[config.mk]
export PLATFORM = sky130hd
export DESIGN_NAME = oneshot_periodic_timer_bank_unit
export DESIGN_NICKNAME = d
export VERILOG_FILES = /design/src/hw/rtl/optb_pkg.sv /design/src/hw/rtl/optb_slots.sv /design/src/hw/rtl/optb_ctrl.sv /design/src/hw/rtl/oneshot_periodic_timer_bank_unit.sv
export VERILOG_INCLUDE_DIRS = /design/src /design/src/hw/rtl
export SDC_FILE = /design/constraint.sdc
export NUM_CORES = 1
export LEC_CHECK = 0
export BUFFER_PORTS_ARGS = -buffer_cell sky130_fd_sc_hd__clkbuf_2
export CAP_MARGIN = 0
export CORE_MARGIN = 1
export CORE_UTILIZATION = 50
export DETAILED_ROUTE_END_ITERATION = 10
export PLACE_DENSITY = 0.69
export RECOVER_POWER = 50
export SLEW_MARGIN = 40
export SYNTH_ARGS = -nofsm -noshare
export SYNTH_HDL_FRONTEND = slang
export SYNTH_SLANG_ARGS = --single-unit
[constraint.sdc]
create_clock -name clk -period 7.43 [get_ports clk]
set_input_delay 0.3715 -clock clk [delete_from_list [all_inputs] [get_ports clk]]
set_output_delay 0.3715 -clock clk [all_outputs]
set_load 0.1 [all_outputs]
[src/hw/rtl/oneshot_periodic_timer_bank_unit_defines.svh]
// Assertion macros shared by the timer bank RTL.
`ifndef ONESHOT_PERIODIC_TIMER_BANK_UNIT_DEFINES_SVH
`define ONESHOT_PERIODIC_TIMER_BANK_UNIT_DEFINES_SVH

// Same-cycle implication, checked outside reset.
`define OPTB_ASSERT_IMP(lbl, ante, cons, msg) \
    lbl: assert property (@(posedge clk) disable iff (!rst_n) (ante) |-> (cons)) \
        else $error(msg);

// Next-cycle implication, checked outside reset.
`define OPTB_ASSERT_NEXT(lbl, ante, cons, msg) \
    lbl: assert property (@(posedge clk) disable iff (!rst_n) (ante) |=> (cons)) \
        else $error(msg);

`endif

[src/hw/rtl/optb_pkg.sv]
// Shared constants and types of the timer bank.
`default_nettype none

package optb_pkg;

    localparam int NUM_TIMERS = 8;
    localparam int IDX_W      = 3;
    localparam int CNT_W      = IDX_W + 1;
    localparam int TIME_W     = 32;
    localparam int CMD_W      = 3;
    localparam int KIND_W     = 2;

    localparam logic [CMD_W-1:0] CMD_CHECK   = 3'd0;
    localparam logic [CMD_W-1:0] CMD_ARM_ONE = 3'd1;
    localparam logic [CMD_W-1:0] CMD_ARM_PER = 3'd2;
    localparam logic [CMD_W-1:0] CMD_RESTART = 3'd3;
    localparam logic [CMD_W-1:0] CMD_STOP    = 3'd4;

    localparam logic [KIND_W-1:0] KIND_STATUS = 2'd0;
    localparam logic [KIND_W-1:0] KIND_FIRED  = 2'd1;
    localparam logic [KIND_W-1:0] KIND_NONE   = 2'd2;

    // Write request from the sequencer into the slot store.
    typedef struct packed {
        logic              arm;
        logic              reload;
        logic              halt;
        logic [IDX_W-1:0]  idx;
        logic [TIME_W-1:0] period;
        logic              periodic;
        logic              notify;
        logic [TIME_W-1:0] now;
    } slot_wr_t;

    // State of the slot under the shared compare unit.
    typedef struct packed {
        logic running;
        logic notify;
        logic periodic;
        logic expired;
    } slot_rd_t;

endpackage

`default_nettype wire

[src/hw/rtl/optb_slots.sv]
// Timer slot store with the shared elapsed-time subtract and compare unit.
`default_nettype none

module optb_slots
(
    input  wire logic                            clk,
    input  wire logic                            rst_n,
    input  wire logic [optb_pkg::IDX_W-1:0]      rd_idx,
    input  wire logic [optb_pkg::TIME_W-1:0]     now,
    input  wire optb_pkg::slot_wr_t              wr,
    output optb_pkg::slot_rd_t                   rd,
    output logic [optb_pkg::NUM_TIMERS-1:0]      running_mask
);

    logic [optb_pkg::TIME_W-1:0]     start_reg  [optb_pkg::NUM_TIMERS];
    logic [optb_pkg::TIME_W-1:0]     period_reg [optb_pkg::NUM_TIMERS];
    logic [optb_pkg::NUM_TIMERS-1:0] running_reg;
    logic [optb_pkg::NUM_TIMERS-1:0] periodic_reg;
    logic [optb_pkg::NUM_TIMERS-1:0] notify_reg;
    logic [optb_pkg::TIME_W-1:0]     elapsed;

    // Wrapping elapsed time of the selected slot.
    assign elapsed     = now - start_reg[rd_idx];
    assign rd.expired  = (elapsed >= period_reg[rd_idx]);
    assign rd.running  = running_reg[rd_idx];
    assign rd.notify   = notify_reg[rd_idx];
    assign rd.periodic = periodic_reg[rd_idx];

    assign running_mask = running_reg;

    always_ff @(posedge clk)
    begin
        if (wr.arm)
        begin
            start_reg[wr.idx]  <= wr.now;
            period_reg[wr.idx] <= wr.period;
        end
        else if (wr.reload)
        begin
            start_reg[wr.idx] <= wr.now;
        end
    end

    always_ff @(posedge clk or negedge rst_n)
    begin
        if (!rst_n)
        begin
            running_reg  <= '0;
            periodic_reg <= '0;
            notify_reg   <= '0;
        end
        else if (wr.arm)
        begin
            running_reg[wr.idx]  <= 1'b1;
            periodic_reg[wr.idx] <= wr.periodic;
            notify_reg[wr.idx]   <= wr.notify;
        end
        else if (wr.halt)
        begin
            running_reg[wr.idx]  <= 1'b0;
            periodic_reg[wr.idx] <= 1'b0;
        end
    end

endmodule

`default_nettype wire

[src/hw/rtl/optb_ctrl.sv]
// Command sequencer: walks the slots for a check and issues result beats.
`default_nettype none

module optb_ctrl
(
    input  wire logic                              clk,
    input  wire logic                              rst_n,
    input  wire logic                              in_valid,
    output logic                                   in_ready,
    input  wire logic [optb_pkg::CMD_W-1:0]        in_command,
    input  wire logic [optb_pkg::IDX_W-1:0]        in_index,
    input  wire logic [optb_pkg::TIME_W-1:0]       in_interval,
    input  wire logic                              in_notify,
    input  wire logic [optb_pkg::TIME_W-1:0]       in_now,
    input  wire logic [optb_pkg::CNT_W-1:0]        lim,
    output logic [optb_pkg::IDX_W-1:0]             rd_idx,
    output logic [optb_pkg::TIME_W-1:0]            now,
    input  wire optb_pkg::slot_rd_t                rd,
    output optb_pkg::slot_wr_t                     wr,
    output logic                                   out_valid,
    input  wire logic                              out_ready,
    output logic [optb_pkg::KIND_W-1:0]            out_kind,
    output logic                                   out_ok,
    output logic [optb_pkg::IDX_W-1:0]             out_index,
    output logic                                   out_last
);

    localparam logic [2:0] ST_IDLE       = 3'd0;
    localparam logic [2:0] ST_WALK       = 3'd1;
    localparam logic [2:0] ST_EXEC       = 3'd2;
    localparam logic [2:0] ST_SEND_ONE   = 3'd3;
    localparam logic [2:0] ST_SEND_FIRED = 3'd4;

    logic [2:0]                      state_reg,    state_next;
    logic [optb_pkg::CMD_W-1:0]      cmd_reg,      cmd_next;
    logic [optb_pkg::IDX_W-1:0]      idx_reg,      idx_next;
    logic [optb_pkg::TIME_W-1:0]     interval_reg, interval_next;
    logic                            notify_reg,   notify_next;
    logic [optb_pkg::TIME_W-1:0]     now_reg,      now_next;
    logic [optb_pkg::CNT_W-1:0]      slot_reg,     slot_next;
    logic [optb_pkg::NUM_TIMERS-1:0] fired_reg,    fired_next;
    logic [optb_pkg::KIND_W-1:0]     kind_reg,     kind_next;
    logic                            ok_reg,       ok_next;
    logic [optb_pkg::IDX_W-1:0]      low_idx;
    logic                            fired_last;

    // Lowest pending fired slot.
    always_comb
    begin
        low_idx = '0;
        for (int i = optb_pkg::NUM_TIMERS - 1; i >= 0; i--)
        begin
            if (fired_reg[i])
            begin
                low_idx = optb_pkg::IDX_W'(i);
            end
        end
    end

    assign fired_last = ((fired_reg & (fired_reg - 1'b1)) == '0);

    assign in_ready  = (state_reg == ST_IDLE);
    assign out_valid = (state_reg == ST_SEND_ONE) || (state_reg == ST_SEND_FIRED);
    assign out_kind  = (state_reg == ST_SEND_FIRED) ? optb_pkg::KIND_FIRED : kind_reg;
    assign out_ok    = (state_reg == ST_SEND_FIRED) ? 1'b1 : ok_reg;
    assign out_index = (state_reg == ST_SEND_FIRED) ? low_idx : idx_reg;
    assign out_last  = (state_reg == ST_SEND_FIRED) ? fired_last : 1'b1;

    assign rd_idx = (state_reg == ST_WALK) ? slot_reg[optb_pkg::IDX_W-1:0] : idx_reg;
    assign now    = now_reg;

    always_comb
    begin
        state_next    = state_reg;
        cmd_next      = cmd_reg;
        idx_next      = idx_reg;
        interval_next = interval_reg;
        notify_next   = notify_reg;
        now_next      = now_reg;
        slot_next     = slot_reg;
        fired_next    = fired_reg;
        kind_next     = kind_reg;
        ok_next       = ok_reg;

        wr          = '0;
        wr.idx      = rd_idx;
        wr.period   = interval_reg;
        wr.periodic = (cmd_reg == optb_pkg::CMD_ARM_PER);
        wr.notify   = notify_reg;
        wr.now      = now_reg;

        case (state_reg)
            ST_IDLE:
            begin
                if (in_valid)
                begin
                    cmd_next      = in_command;
                    idx_next      = in_index;
                    interval_next = in_interval;
                    notify_next   = in_notify;
                    now_next      = in_now;
                    slot_next     = '0;
                    fired_next    = '0;
                    state_next    = (in_command == optb_pkg::CMD_CHECK) ? ST_WALK : ST_EXEC;
                end
            end

            ST_WALK:
            begin
                if (slot_reg >= lim)
                begin
                    if (fired_reg == '0)
                    begin
                        kind_next  = optb_pkg::KIND_NONE;
                        ok_next    = 1'b1;
                        idx_next   = '0;
                        state_next = ST_SEND_ONE;
                    end
                    else
                    begin
                        state_next = ST_SEND_FIRED;
                    end
                end
                else
                begin
                    if (rd.running && rd.expired)
                    begin
                        // Periodic slots reload their start, one-shots halt.
                        wr.reload = rd.periodic;
                        wr.halt   = !rd.periodic;
                        if (rd.notify)
                        begin
                            fired_next[slot_reg[optb_pkg::IDX_W-1:0]] = 1'b1;
                        end
                    end
                    slot_next = slot_reg + 1'b1;
                end
            end

            ST_EXEC:
            begin
                kind_next  = optb_pkg::KIND_STATUS;
                state_next = ST_SEND_ONE;
                case (cmd_reg)
                    optb_pkg::CMD_ARM_ONE, optb_pkg::CMD_ARM_PER:
                    begin
                        ok_next = ({1'b0, idx_reg} < lim) && !rd.running;
                        wr.arm  = ok_next;
                    end
                    optb_pkg::CMD_RESTART:
                    begin
                        ok_next   = rd.running && !rd.expired;
                        wr.reload = ok_next;
                    end
                    optb_pkg::CMD_STOP:
                    begin
                        ok_next = 1'b1;
                        wr.halt = 1'b1;
                    end
                    default:
                    begin
                        ok_next = 1'b0;
                    end
                endcase
            end

            ST_SEND_ONE:
            begin
                if (out_ready)
                begin
                    state_next = ST_IDLE;
                end
            end

            ST_SEND_FIRED:
            begin
                if (out_ready)
                begin
                    // Drop the slot just sent.
                    fired_next[low_idx] = 1'b0;
                    if (fired_last)
                    begin
                        state_next = ST_IDLE;
                    end
                end
            end

            default:
            begin
                state_next = ST_IDLE;
            end
        endcase
    end

    always_ff @(posedge clk or negedge rst_n)
    begin
        if (!rst_n)
        begin
            state_reg <= ST_IDLE;
            slot_reg  <= '0;
            fired_reg <= '0;
        end
        else
        begin
            state_reg <= state_next;
            slot_reg  <= slot_next;
            fired_reg <= fired_next;
        end
    end

    always_ff @(posedge clk)
    begin
        cmd_reg      <= cmd_next;
        idx_reg      <= idx_next;
        interval_reg <= interval_next;
        notify_reg   <= notify_next;
        now_reg      <= now_next;
        kind_reg     <= kind_next;
        ok_reg       <= ok_next;
    end

endmodule

`default_nettype wire

[src/hw/rtl/oneshot_periodic_timer_bank_unit.sv]
// A bank of eight millisecond timers, driven by one command per input beat.
// Each input beat carries the current time and one command: check the timers in use, arm one-shot,
// arm periodic, restart or stop. The block takes one beat at a time and drops s_tready until
// every result beat of that command has been taken. A single shared subtract-and-compare unit
// reads one slot per cycle, so a check walks every slot in use and then sends its result beats;
// any other command is executed on its slot and answered with one status beat. All result
// beats of a check report the running mask as it stands after the whole check. The user must
// write timers_in_use through cfg_wr_en/cfg_wr_data only while the block is idle; the block
// itself does not enforce it. Values above eight saturate to eight.
`default_nettype none
`include "oneshot_periodic_timer_bank_unit_defines.svh"

module oneshot_periodic_timer_bank_unit
(
    input  wire logic        clk,
    input  wire logic        rst_n,
    input  wire logic        s_tvalid,
    output logic             s_tready,
    input  wire logic [71:0] s_tdata,   // timer_index, interval_ms, notify, now_ms, zero pad
    input  wire logic [2:0]  s_tuser,   // command
    output logic             m_tvalid,
    input  wire logic        m_tready,
    output logic [15:0]      m_tdata,   // ok, fired_index, running_mask, zero pad
    output logic [1:0]       m_tuser,   // kind
    output logic             m_tlast,
    input  wire logic        cfg_wr_en,
    input  wire logic [3:0]  cfg_wr_data
);

    logic [optb_pkg::CNT_W-1:0]      tiu_reg;
    logic [optb_pkg::CNT_W-1:0]      lim;
    logic [optb_pkg::IDX_W-1:0]      rd_idx;
    logic [optb_pkg::TIME_W-1:0]     now;
    optb_pkg::slot_rd_t              rd;
    optb_pkg::slot_wr_t              wr;
    logic [optb_pkg::NUM_TIMERS-1:0] running_mask;
    logic                            out_ok;
    logic [optb_pkg::IDX_W-1:0]      out_index;

    always_ff @(posedge clk or negedge rst_n)
    begin
        if (!rst_n)
        begin
            tiu_reg <= '0;
        end
        else if (cfg_wr_en)
        begin
            tiu_reg <= cfg_wr_data;
        end
    end

    assign lim = (tiu_reg > optb_pkg::CNT_W'(optb_pkg::NUM_TIMERS)) ?
                 optb_pkg::CNT_W'(optb_pkg::NUM_TIMERS) : tiu_reg;

    optb_ctrl u_ctrl
    (
        .clk         (clk),
        .rst_n       (rst_n),
        .in_valid    (s_tvalid),
        .in_ready    (s_tready),
        .in_command  (s_tuser),
        .in_index    (s_tdata[2:0]),
        .in_interval (s_tdata[34:3]),
        .in_notify   (s_tdata[35]),
        .in_now      (s_tdata[67:36]),
        .lim         (lim),
        .rd_idx      (rd_idx),
        .now         (now),
        .rd          (rd),
        .wr          (wr),
        .out_valid   (m_tvalid),
        .out_ready   (m_tready),
        .out_kind    (m_tuser),
        .out_ok      (out_ok),
        .out_index   (out_index),
        .out_last    (m_tlast)
    );

    optb_slots u_slots
    (
        .clk          (clk),
        .rst_n        (rst_n),
        .rd_idx       (rd_idx),
        .now          (now),
        .wr           (wr),
        .rd           (rd),
        .running_mask (running_mask)
    );

    assign m_tdata = {4'b0000, running_mask, out_index, out_ok};

    `OPTB_ASSERT_IMP(a_one_side_busy, m_tvalid, !s_tready, "input taken while results pending")
    `OPTB_ASSERT_IMP(a_fired_in_use, m_tvalid && (m_tuser == optb_pkg::KIND_FIRED),
        {1'b0, m_tdata[3:1]} < lim, "fired beat for a slot not in use")
    `OPTB_ASSERT_IMP(a_none_is_last, m_tvalid && (m_tuser == optb_pkg::KIND_NONE),
        m_tlast && (m_tdata[3:1] == 3'd0), "nothing-found beat malformed")
    `OPTB_ASSERT_NEXT(a_last_frees, m_tvalid && m_tready && m_tlast, s_tready,
        "block not idle after final beat")

endmodule

`default_nettype wire
======== After elaboration in Yosys (flattened, before gate mapping) ========
Memory sizes are Yosys's and may differ from the RTL's.
Cells that the tools add are included.
Widths: inputs -> output; s select.
cells by class
  add/sub/neg operators ................... 3
  order comparisons ....................... 10
  equality and inequality tests ........... 17
  multiplexer cells ....................... 73
  bitwise logic cells ..................... 9
  reduce and logical (&&, ||, !) cells .... 25
operator list
  operator             number
  $mux 8               9
  $mux 3               19
  $and 8x8->8          4
  $ge 32x32->1         1
  $mux 32              1
  $sub 32x32->32       1
  $pmux 8 s3           1
  $mux 1               19
  $bwmux 8             2
  $logic_not 8->1      2
  $ne 2x2->1 const B   8
  $not 8->8            2
  $or 8x8->8           2
  $pmux 3 s5           1
  $eq 3x2->1 const B   4
  $lt 3x4->1 const B   3
  $mux 2               6
  $mux 4               3
  $bmux 1 s3           3
  $demux 1 s3          3
  $ge 3x1->1 const B   3
  $pmux 2 s2           2
  $pmux 4 s2           1
  $sub 8x1->8 const B  1
  23 further kinds     36
storage, ports and cells
  bits in registers ....................... 117
  memory bits (writable) .................. 512
  bits of input ports ..................... 84
  memories kept ........................... 2
memory list
  name                depth  width  rd ports  clocked after memory_dff  wr ports  line              RTL
  u_slots.period_reg  8      32     1         0                         1         optb_slots.sv:16  logic [optb_pkg::TIME_W-1:0] period_reg [optb_pkg::NUM_TIMERS];
  u_slots.start_reg   8      32     1         0                         1         optb_slots.sv:15  logic [optb_pkg::TIME_W-1:0] start_reg [optb_pkg::NUM_TIMERS];

======== Logic depth before layout (Yosys ltp) ========
Gate-level depths: netlist of run 1.
  depth after elaboration ................. 16
  mapped depth ............................ 30
  gate-level depth less buffers ........... 25

======== By module ========
A second synthesis of run 1 with hierarchy kept.
unflattened totals
  cell total of the unflattened synthesis .. 1496
  area total of the unflattened synthesis .. 26749.4 um^2
by module, submodules not included
  module                            instances  cells each  area each (um^2)  seq. area each (um^2)
  optb_slots                        1          1191        22714.3           15975.3
  optb_ctrl                         1          287         3826.2            2567.5
  oneshot_periodic_timer_bank_unit  1          18          209.0             100.1

======== Worst setup path before layout of run 1 ========
Ideal clock, no wire load.
  kind .................................... register to register
  start point ............................. reg u_ctrl.state_reg[1]
  end point ............................... mem u_slots.start_reg[0][0] (netlist name) (enable)
  library setup time ...................... 0.421 ns
  arrival time ............................ 7.207 ns
  data required time ...................... 7.009 ns
  slack ................................... -0.198 ns
  stages on the path, launching flop included .. 28
  path buffers ............................ 5
  cell sequence ........................... dfrtp_1 or3b_1 buf_2 clkbuf_1 a21boi_0 clkbuf_1 clkbuf_1 o22ai_1 a21oi_1 o211ai_1 ha_1 clkbuf_1 a21oi_1 o22ai_1 a221o_1 a22oi_1 o21a_1 o311ai_0 a311oi_1 xnor2_1 ha_1 nand4_1 inv_1 a221oi_1 o211ai_1 o211ai_1 a31oi_1 nor2_1
between the ends
  word-level cells in the longest chain between the ends .. 13
RTL lines
  what                                                         line                                RTL
  start: declaration                                           optb_ctrl.sv:34                     logic [2:0] state_reg, state_next;
  start signal: assignment                                     optb_ctrl.sv:205                    state_reg <= state_next;
  $eq 3x1->1                                                   optb_ctrl.sv:69, optb_ctrl.sv:92
  $mux 3                                                       optb_ctrl.sv:69                     assign rd_idx = (state_reg == ST_WALK) ? slot_reg[optb_pkg::IDX_W-1:0] : idx_reg;
  $mem_v2 8x32                                                 n/a
  $sub 32x32->32                                               optb_slots.sv:23                    assign elapsed = now - start_reg[rd_idx];
  $ge 32x32->1                                                 optb_slots.sv:24                    assign rd.expired = (elapsed >= period_reg[rd_idx]);
  $logic_and 1x1->1 / $logic_not 1->1 (equally long branches)  optb_ctrl.sv:126, optb_ctrl.sv:152
  $mux 2 / $logic_and 1x1->1 (equally long branches)           optb_ctrl.sv:126, optb_ctrl.sv:152
  $mux 2 / $mux 1 (equally long branches)                      optb_ctrl.sv:110, optb_ctrl.sv:144
  $pmux 2 s2                                                   optb_ctrl.sv:92                     case (state_reg)
  $mux 1                                                       optb_slots.sv:38                    else if (wr.reload)
  $mux 1                                                       optb_slots.sv:33                    if (wr.arm)
  $mux 1 (implied by the code)                                 optb_slots.sv:40                    start_reg[wr.idx] <= wr.now;
  $or 1x1->1 (no source line)                                  n/a
  end: declaration                                             optb_slots.sv:15
Several ways; a longest one is shown, not always the timed one. The select of a mux whose other input is x is not followed.

======== Worst setup path after layout of run 1 ========
  start point ............................. reg u_ctrl.state_reg[1]
  end point ............................... mem u_slots.start_reg[3][5] (netlist name) (enable)
The elaborated chain is that of the path after synthesis.

==> results of run 1 <==
[routing by layer]
layer	share of wire (%)	up-vias	GRT usage, %
met4	2.8	0	9.48
li1	-	7798	-
met2	48	634	41.2
met3	6.8	127	4.84
met5	0	-	0
met1	43	8544	34.0
[power breakdown]
| group | switching [µW] | total [µW] | internal (µW) | leakage, µW |
|---|---|---|---|---|
| logic | 4000 | 6700 | 2700 | 0.00456 |
| registers | 214 | 4440 | 4220 | 0.00583 |
| clock network | 1350 | 3200 | 1850 | 0.00101 |
[cell type report]
| class | count | area, µm² | area share, % |
|---|---|---|---|
| tap | 680 | 851 | 2.68 |
| sequential | 628 | 18600 | 58.8 |
| inverter | 35 | 133 | 0.418 |
| multi-input combinational | 1076 | 6980 | 22.0 |
| clock inverter | 36 | 320 | 1.01 |
| clock buffer | 81 | 1770 | 5.58 |
| timing repair buffer | 372 | 3030 | 9.55 |
[through the flow]
stage	utilization (%)	hold WS (ns)	setup TNS (ns)	cells	cell area [µm²]
floorplan	-	0.0759	-50.80	1831	25900
global placement	56.0	0.485	-4.02	2705	28700
detailed placement	56.3	0.495	0	2713	28800
CTS	61.8	0.0158	0	2902	31700
global route	62.0	0.0317	0	2908	31700
finish	62.0	0.0268	0	2908	31700
[logic make-up after synthesis]
| logic type | count (synthesis) | share of synthesized area, % |
|---|---|---|
| fa+ha+maj | 73 | 3.54 |
| mux | 34 | 1.41 |
| buf+inv | 127 | 1.97 |
| xor+xnor | 29 | 0.981 |
| compound gates | 513 | 12.8 |
| flops | 628 | 72.0 |
| other cells | 1 | 0.0145 |
| simple gates | 423 | 7.25 |
[synth_stat cells, types with 26 or more instances]
cell | n | area share (%)
nand3_1 | 43 | 0.83
nand2_1 | 222 | 3.2
edfxtp_1 | 585 | 68
a22o_1 | 26 | 0.88
inv_1 | 35 | 0.51
a222oi_1 | 31 | 1.2
dfrtp_1 | 43 | 4.2
clkbuf_1 | 77 | 1.1
ha_1 | 70 | 3.4
o211ai_1 | 33 | 0.96
nor2_1 | 71 | 1.0
a21oi_1 | 176 | 3.4
o22ai_1 | 36 | 0.87
o21ai_0 | 98 | 1.9
[worst paths after layout]
kind	slack, ns	cells past startpoint	endpoint	startpoint
max	0.33	31	u_slots.start_reg[3][5]	u_ctrl.state_reg[1]
min	0.03	2	tiu_reg[1]	cfg_wr_data[1]
max reg2reg	0.33	31	u_slots.start_reg[3][5]	u_ctrl.state_reg[1]
min reg2reg	0.51	1	u_slots.notify_reg[2]	u_slots.notify_reg[2]
max in group asynchronous	4.81	3	tiu_reg[0]	rst_n
min in group asynchronous	1.17	3	async pin	rst_n
[what timing repair did]
item / in CTS / in global routing
hold buffers: 72 / 0
endpoints found under the setup margin: 0 / 243
hold endpoints to repair: 114 / 0
gates resized for setup: 0 / 12
buffers inserted: 0 / 6
[worst max-delay path: cells and delay by family, from the launching register on]
family	cells	cell delay (ns)
AOI/OAI and AO/OA	12	2.42
buffers and inverters	10	1.51
and+or+nand+nor	5	1.27
adders and majority gates	2	0.63
DFF	1	0.38
muxes	1	0.32
xor gates and xnor gates	1	0.26
==> impl_metrics.env, run 1 <==
export IMPL_layout_drive_gt1_share_pct=19.8
export IMPL_yosysWarnings=0
export IMPL_drtIter0Drc=1901
export IMPL_port_buffers=96
export IMPL_synth_edff_count=585
export IMPL_crit_type="flip-flop to flip-flop"
export IMPL_syn_area_um2=25900
export IMPL_hpwlAfterDp_um=42300
export IMPL_cp_slowest_cell="or3b_4"
export IMPL_arrival_ns=7.43
export IMPL_violations="capacitance limit, slew limit"
export IMPL_overflow=0
export IMPL_power_uw=14300
export IMPL_area_growth_pct=22.5
export IMPL_slew_viol_final=44
export IMPL_dp_slack_ns=0.0761
export IMPL_synth_seq_cells=628
export IMPL_fmax_ghz=0.141
export IMPL_fillers=3769
export IMPL_crit_fanout=18
export IMPL_dieArea_um2=52700
export IMPL_cts_buffer_depth=3
export IMPL_cp_required_ns=7.76
export IMPL_cap_viol_max_count=1
export IMPL_vias=17100
export IMPL_cts_sinks=628
export IMPL_ir_worst_vdd_mv=0.227
export IMPL_gp_congestion=0.925
export IMPL_ant_nets=0
export IMPL_grt_max_degree=44
export IMPL_p_leak_uw=0.0114
export IMPL_syn_avg_cell_area_um2=14.2
export IMPL_antenna_found_initial=0
export IMPL_ios=105
export IMPL_fin_skew_ns=0.0356
export IMPL_slowest_delay_ns=0.44
export IMPL_grt_pass1_wl_um=100000
export IMPL_async_flop_share_pct=6.85
export IMPL_crit_top_cell="buf_4"
export IMPL_core_rowCount=83
export IMPL_period_share_pct=95.5
export IMPL_max_slew_margin_rel_pct=-66.9
export IMPL_insertedDiodeCount=0
export IMPL_fp_dieH_um=230
export IMPL_min_path_type="primary input to flip-flop"
export IMPL_final_nets=2334
export IMPL_final_common_cell="edfxtp_1"
export IMPL_layout_common_cells="585 x edfxtp_1, 222 x nand2_1, 176 x a21oi_1"
export IMPL_core_area_um2=51200
export IMPL_die_x_um=230
export IMPL_cp_end_kind="flip-flop"
export IMPL_wire_per_inst_um=22.7
export IMPL_synthCells=1828
export IMPL_status="complete, but fails checks"
export IMPL_drc_errors=0
export IMPL_postLayoutSetupSlackWorst_ns=0.332
export IMPL_yosysSeqAreaShare_pct=72.0
export IMPL_rsz0062_at_grt="false"
export IMPL_grt_usage_pct=25.4
export IMPL_final_hold_viol_count=0
export IMPL_htreeDepth=3
export IMPL_setup_viol=0
export IMPL_synth_main_ff_cell="edfxtp_1"
export IMPL_post_route_min_period_ns=7.10
export IMPL_wirelength_um=66000
export IMPL_vias_per_cell=5.88
export IMPL_worst_pin_slew_ns=2.50
export IMPL_clk_pin_slew_worst_paths_ns=0.06
export IMPL_cts_root_buf="clkbuf_16"
export IMPL_synthDistinctLibCells=77
export IMPL_clkLatencyLatePin_ns=0.62
export IMPL_grt_pass1_vias=17300
export IMPL_cts_tree="built"
export IMPL_dr_pass1_iters=6
export IMPL_start_util_pct=50.6
export IMPL_cts_inserted_buffers=66
export IMPL_cp_start_kind="flip-flop"
export IMPL_powerDensity_nw_per_um2=452
Note: power is estimated with default switching activity, not from simulation.
==> run 2: changes to the inputs <==
--- a/config.mk
+++ b/config.mk
@@ -12,7 +12,7 @@
 export CORE_UTILIZATION = 50
 export DETAILED_ROUTE_END_ITERATION = 10
 export PLACE_DENSITY = 0.69
-export RECOVER_POWER = 50
+export RECOVER_POWER = 25
 export SLEW_MARGIN = 40
 export SYNTH_ARGS = -nofsm -noshare
 export SYNTH_HDL_FRONTEND = slang
==> impl_metrics.env, run 2 (synthesis results as in run 1) <==
export IMPL_status="finished clean"
export IMPL_grt_pass1_wl_um=100000
export IMPL_slew_viol_final=0
export IMPL_cts_root_buf="clkbuf_16"
export IMPL_drtIter0Drc=1976
export IMPL_cp_slowest_cell="or3b_4"
export IMPL_cp_required_ns=7.77
export IMPL_wire_per_inst_um=22.7
export IMPL_grt_max_degree=44
export IMPL_grt_pass1_vias=17300
export IMPL_port_buffers=96
export IMPL_cts_sinks=628
export IMPL_vias_per_cell=5.88
export IMPL_clk_pin_slew_worst_paths_ns=0.06
export IMPL_dp_cells=2713
export IMPL_stdcell_count=2908
export IMPL_arrival_ns=7.43
export IMPL_setup_viol=0
export IMPL_period_share_pct=95.4
export IMPL_worst_pin_slew_ns=0.785
export IMPL_fin_area_um2=31700
export IMPL_final_hold_viol_count=0
export IMPL_postLayoutSetupSlackWorst_ns=0.338
export IMPL_vias=17100
export IMPL_crit_type="flip-flop to flip-flop"
export IMPL_ir_worst_vdd_mv=0.228
export IMPL_max_slew_margin_rel_pct=47.4
export IMPL_p_leak_uw=0.0114
export IMPL_fmax_ghz=0.141
export IMPL_drc_errors=0
export IMPL_rsz0062_at_grt="false"
export IMPL_ant_nets=0
export IMPL_clkLatencyLatePin_ns=0.62
export IMPL_final_nets=2334
export IMPL_cp_end_kind="flip-flop"
export IMPL_final_common_cell="edfxtp_1"
export IMPL_cp_start_kind="flip-flop"
export IMPL_setup_tns_ns=0
export IMPL_powerDensity_nw_per_um2=452
export IMPL_dieArea_um2=52700
export IMPL_core_area_um2=51200
export IMPL_dr_pass1_iters=7
export IMPL_fp_dieH_um=230
export IMPL_dpl_cell_area_um2=28800
export IMPL_crit_top_cell="buf_4"
export IMPL_slowest_delay_ns=0.44
export IMPL_min_path_type="primary input to flip-flop"
export IMPL_grt_usage_pct=25.4
export IMPL_crit_fanout=18
export IMPL_cap_viol_max_count=0
export IMPL_layout_drive_gt1_share_pct=20.2
export IMPL_start_util_pct=50.6
export IMPL_die_x_um=230
export IMPL_core_rowCount=83
export IMPL_htreeDepth=3
export IMPL_overflow=0
export IMPL_insertedDiodeCount=0
export IMPL_hpwlAfterDp_um=42300
export IMPL_ios=105
export IMPL_cts_tree="built"
export IMPL_layout_common_cells="585 x edfxtp_1, 222 x nand2_1, 177 x buf_4"
export IMPL_cts_inserted_buffers=66
export IMPL_cts_buffer_depth=3
export IMPL_fin_skew_ns=0.0361
export IMPL_area_growth_pct=22.6
export IMPL_gp_congestion=0.925
export IMPL_antenna_found_initial=0
export IMPL_fillers=3764
export IMPL_wirelength_um=66000
export IMPL_dp_slack_ns=0.0761
export IMPL_post_route_min_period_ns=7.09
-- run 2: area by class of cell --
cell class              count  area (µm²)  area share (%)
inverters                  35         133           0.418
multi-input cells        1076        6980            22.0
repair buffers            372        3040            9.59
flip-flops and latches    628       18600            58.7
clock inverters            36         320            1.01
clock buffers              81        1770            5.58
well taps                 680         851            2.68
-- run 2: report_power, final --
group / switching, µW / total [µW] / internal, µW
Clock: 1350 / 3200 / 1850
Combinational: 4000 / 6700 / 2700
Sequential: 214 / 4440 / 4220
-- run 2: path summary, 6_finish.rpt --
| check | start | cells past startpoint | slack [ns] | to |
|---|---|---|---|---|
| worst max-delay path | u_ctrl.state_reg[1] | 31 | 0.34 | u_slots.start_reg[3][5] |
| max in group asynchronous | rst_n | 3 | 6.61 | tiu_reg[0] |
| worst max register to register | u_ctrl.state_reg[1] | 31 | 0.34 | u_slots.start_reg[3][5] |
| worst min register to register | u_slots.notify_reg[2] | 1 | 0.51 | u_slots.notify_reg[2] |
| worst min-delay path | cfg_wr_data[1] | 2 | 0.03 | tiu_reg[1] |
| min in group asynchronous | rst_n | 3 | 0.39 | async pin |
-- run 2: routing by layer --
metal	global-route usage, %	share of wire, %	wire, µm
met1	34.0	43	28200
met2	41.2	48	31400
met3	4.84	6.8	4500
met4	9.48	2.9	1910
met5	0	0	0
-- run 2: critical path: cells and delay by family, from the launching register on --
family                     cells  cell delay [ns]
DFF                            1             0.38
and+or+nand+nor                5             1.28
AOI/OAI and AO/OA             12             2.40
buffers and inverters         10             1.50
muxes                          1             0.32
xor gates and xnor gates       1             0.25
adders and majority gates      2             0.63
-- run 2: metrics by stage --
| stage | power (µW) | hold WS, ns | util, % |
|---|---|---|---|
| after global routing | 15200 | 0.0317 | 62.0 |
| after detailed placement | 11000 | 0.495 | 56.3 |
| after CTS | 14200 | 0.0158 | 61.8 |
| after global placement | 10800 | 0.485 | 56.0 |
| final | 14300 | 0.0272 | 62.0 |
| after floorplan | 8230 | 0.0759 | - |
-- run 2: timing repair --
action,in CTS,in global routing
hold endpoints to repair,114,0
hold buffers,72,0
setup endpoints to repair,0,243
resized for setup,0,12
setup buffers,0,6
==> run 3: changes to the inputs <==
--- a/config.mk
+++ b/config.mk
@@ -7,9 +7,10 @@
 export NUM_CORES = 1
 export LEC_CHECK = 0
 export BUFFER_PORTS_ARGS = -buffer_cell sky130_fd_sc_hd__clkbuf_2
-export CAP_MARGIN = 0
+export CAP_MARGIN = 20
 export CORE_MARGIN = 1
 export CORE_UTILIZATION = 50
+export CTS_BUF_LIST = sky130_fd_sc_hd__clkbuf_4 sky130_fd_sc_hd__clkbuf_8 sky130_fd_sc_hd__clkbuf_16
 export DETAILED_ROUTE_END_ITERATION = 10
 export PLACE_DENSITY = 0.69
 export RECOVER_POWER = 25
==> impl_metrics.env, run 3 (synthesis results as in run 1) <==
export IMPL_p_seq_share_pct=30.8
export IMPL_ant_nets=0
export IMPL_arrival_ns=7.42
export IMPL_fp_dieH_um=230
export IMPL_die_x_um=230
export IMPL_drtIter0Drc=2055
export IMPL_max_slew_margin_rel_pct=48.0
export IMPL_stdcell_count=2908
export IMPL_fin_area_um2=31800
export IMPL_dieArea_um2=52700
export IMPL_wire_per_inst_um=22.7
export IMPL_antenna_found_initial=0
export IMPL_vias_per_cell=5.88
export IMPL_gp_congestion=0.925
export IMPL_start_util_pct=50.6
export IMPL_min_to="tiu_reg[1]"
export IMPL_crit_type="flip-flop to flip-flop"
export IMPL_core_area_um2=51200
export IMPL_cts_inserted_buffers=66
export IMPL_crit_top_cell="buf_4"
export IMPL_insertedDiodeCount=0
export IMPL_cp_required_ns=7.77
export IMPL_cp_end_kind="flip-flop"
export IMPL_worstReg2RegStart="u_ctrl.state_reg[1]"
export IMPL_dp_cells=2713
export IMPL_rrSetupSlack_ns=0.35
export IMPL_overflow=0
export IMPL_worst_hold_startpoint="cfg_wr_data[1]"
export IMPL_p_leak_uw=0.0115
export IMPL_cts_tree="built"
export IMPL_grt_usage_pct=25.4
export IMPL_slew_viol_final=0
export IMPL_port_buffers=96
export IMPL_post_route_min_period_ns=7.08
export IMPL_final_nets=2334
export IMPL_p_clk_share_pct=22.5
export IMPL_slowest_delay_ns=0.44
export IMPL_wirelength_um=66000
export IMPL_ios=105
export IMPL_worst_pin_slew_ns=0.777
export IMPL_fillers=3766
export IMPL_dpl_cell_area_um2=28800
export IMPL_p_sw_share_pct=38.7
export IMPL_setup_viol=0
export IMPL_layout_drive_gt1_share_pct=20.7
export IMPL_final_common_cell="edfxtp_1"
export IMPL_drc_errors=0
export IMPL_fmax_ghz=0.141
export IMPL_htreeDepth=3
export IMPL_grt_pass1_vias=17300
export IMPL_area_growth_pct=22.8
export IMPL_crit_fanout=18
export IMPL_reg2regPathDepth=31
export IMPL_cp_start_kind="flip-flop"
export IMPL_period_share_pct=95.3
export IMPL_grt_pass1_wl_um=101000
export IMPL_intPower_uw=8820
export IMPL_final_hold_viol_count=0
export IMPL_power_frac_comb_pct=46.6
export IMPL_cap_viol_max_count=0
export IMPL_fin_skew_ns=0.0353
export IMPL_min_path_cells=2
export IMPL_critPathBufInv=10
export IMPL_setup_tns_ns=0
export IMPL_clk_pin_slew_worst_paths_ns=0.06
export IMPL_dr_pass1_iters=8
export IMPL_grt_max_degree=44
export IMPL_min_path_type="primary input to flip-flop"
export IMPL_layout_common_cells="585 x edfxtp_1, 222 x nand2_1, 177 x buf_4"
export IMPL_core_rowCount=83
export IMPL_power_switching_uw=5570
export IMPL_ir_worst_vdd_mv=0.228
export IMPL_vias=17100
export IMPL_rsz0062_at_grt="false"
export IMPL_hpwlAfterDp_um=42300
export IMPL_cts_buffer_depth=3
export IMPL_cp_slowest_cell="or3b_4"
export IMPL_cts_root_buf="clkbuf_16"
export IMPL_r2r_end="u_slots.start_reg[3][5]"
export IMPL_powerDensity_nw_per_um2=452
export IMPL_status="finished clean"
export IMPL_final_util_pct=62.1
export IMPL_cpLargestDelayFamily="compound AO/OA/AOI/OAI gates"
export IMPL_clkLatencyLatePin_ns=0.62
export IMPL_cts_sinks=628
==> run 3: metrics by stage <==
| step | hold slack [ns] | power, µW | setup slack [ns] |
|---|---|---|---|
| after floorplan | 0.0759 | 8230 | -0.198 |
| after global placement | 0.485 | 10800 | -0.0497 |
| after detailed placement | 0.495 | 11000 | 0.0761 |
| after CTS | 0.0109 | 14300 | 0.0533 |
| after global routing | 0.0288 | 15200 | 0.0403 |
| final | 0.0194 | 14400 | 0.348 |
==> run 3: worst register-to-register path: cells and delay by family, from the launching register on <==
| family | cells | cell delay [ns] |
|---|---|---|
| compound gates | 12 | 2.40 |
| buf+inv | 10 | 1.53 |
| simple gates | 5 | 1.29 |
| fa+ha+maj | 2 | 0.63 |
| flops | 1 | 0.38 |
| mux | 1 | 0.32 |
| xor+xnor | 1 | 0.26 |
==> run 3: area by class of cell <==
class                   instances  area, µm²  share of cell area [%]
inverters                      35        133                   0.417
flip-flops and latches        628      18600                    58.6
clock buffers                  81       1820                    5.71
repair buffers                372       3040                    9.57
multi-input cells            1076       6980                    22.0
well taps                     680        851                    2.68
clock inverters                36        320                    1.01
==> run 3: worst max path at each step <==
| stage | start | endpoint | slack [ns] | depth (start not counted) |
|---|---|---|---|---|
| 2_1_floorplan | u_ctrl.state_reg[1] | u_slots.start_reg[0][0] | -0.20 | 27 |
| 3_3_place_gp | u_ctrl.state_reg[1] | u_slots.start_reg[6][5] | -0.05 | 28 |
| 3_5_place_dp | u_ctrl.state_reg[0] | u_slots.start_reg[7][5] | 0.08 | 31 |
| 4_1_cts | u_ctrl.state_reg[0] | u_slots.start_reg[7][7] | 0.05 | 31 |
| 5_1_grt | u_ctrl.state_reg[1] | u_slots.start_reg[2][7] | 0.04 | 32 |
| 6_report | u_ctrl.state_reg[1] | u_slots.start_reg[3][5] | 0.35 | 31 |
==> run 3: repair_timing <==
item | 4_1_cts | 5_1_grt
endpoints found under the setup margin | 0 | 243
endpoints found under the hold margin | 114 | 0
setup buffers | 0 | 6
hold buffers | 72 | 0
gates resized for setup | 0 | 12
==> run 3: routing by layer <==
layer	up-vias	part of all wire, %	global-route usage, %
met1	8472	42	33.8
li1	7804	-	-
met3	132	7.7	5.07
met2	702	48	41.4
met5	-	0	0
met4	0	2.9	9.42
==> run 3: power groups by stage <==
stage,Combinational [µW],Sequential [µW],Clock (µW)
2_1_floorplan,3670,4560,0
3_3_place_gp,6310,4490,0
3_5_place_dp,6490,4510,0
4_1_cts,6570,4430,3290
5_1_grt,7320,4460,3420
6_report,6700,4440,3240
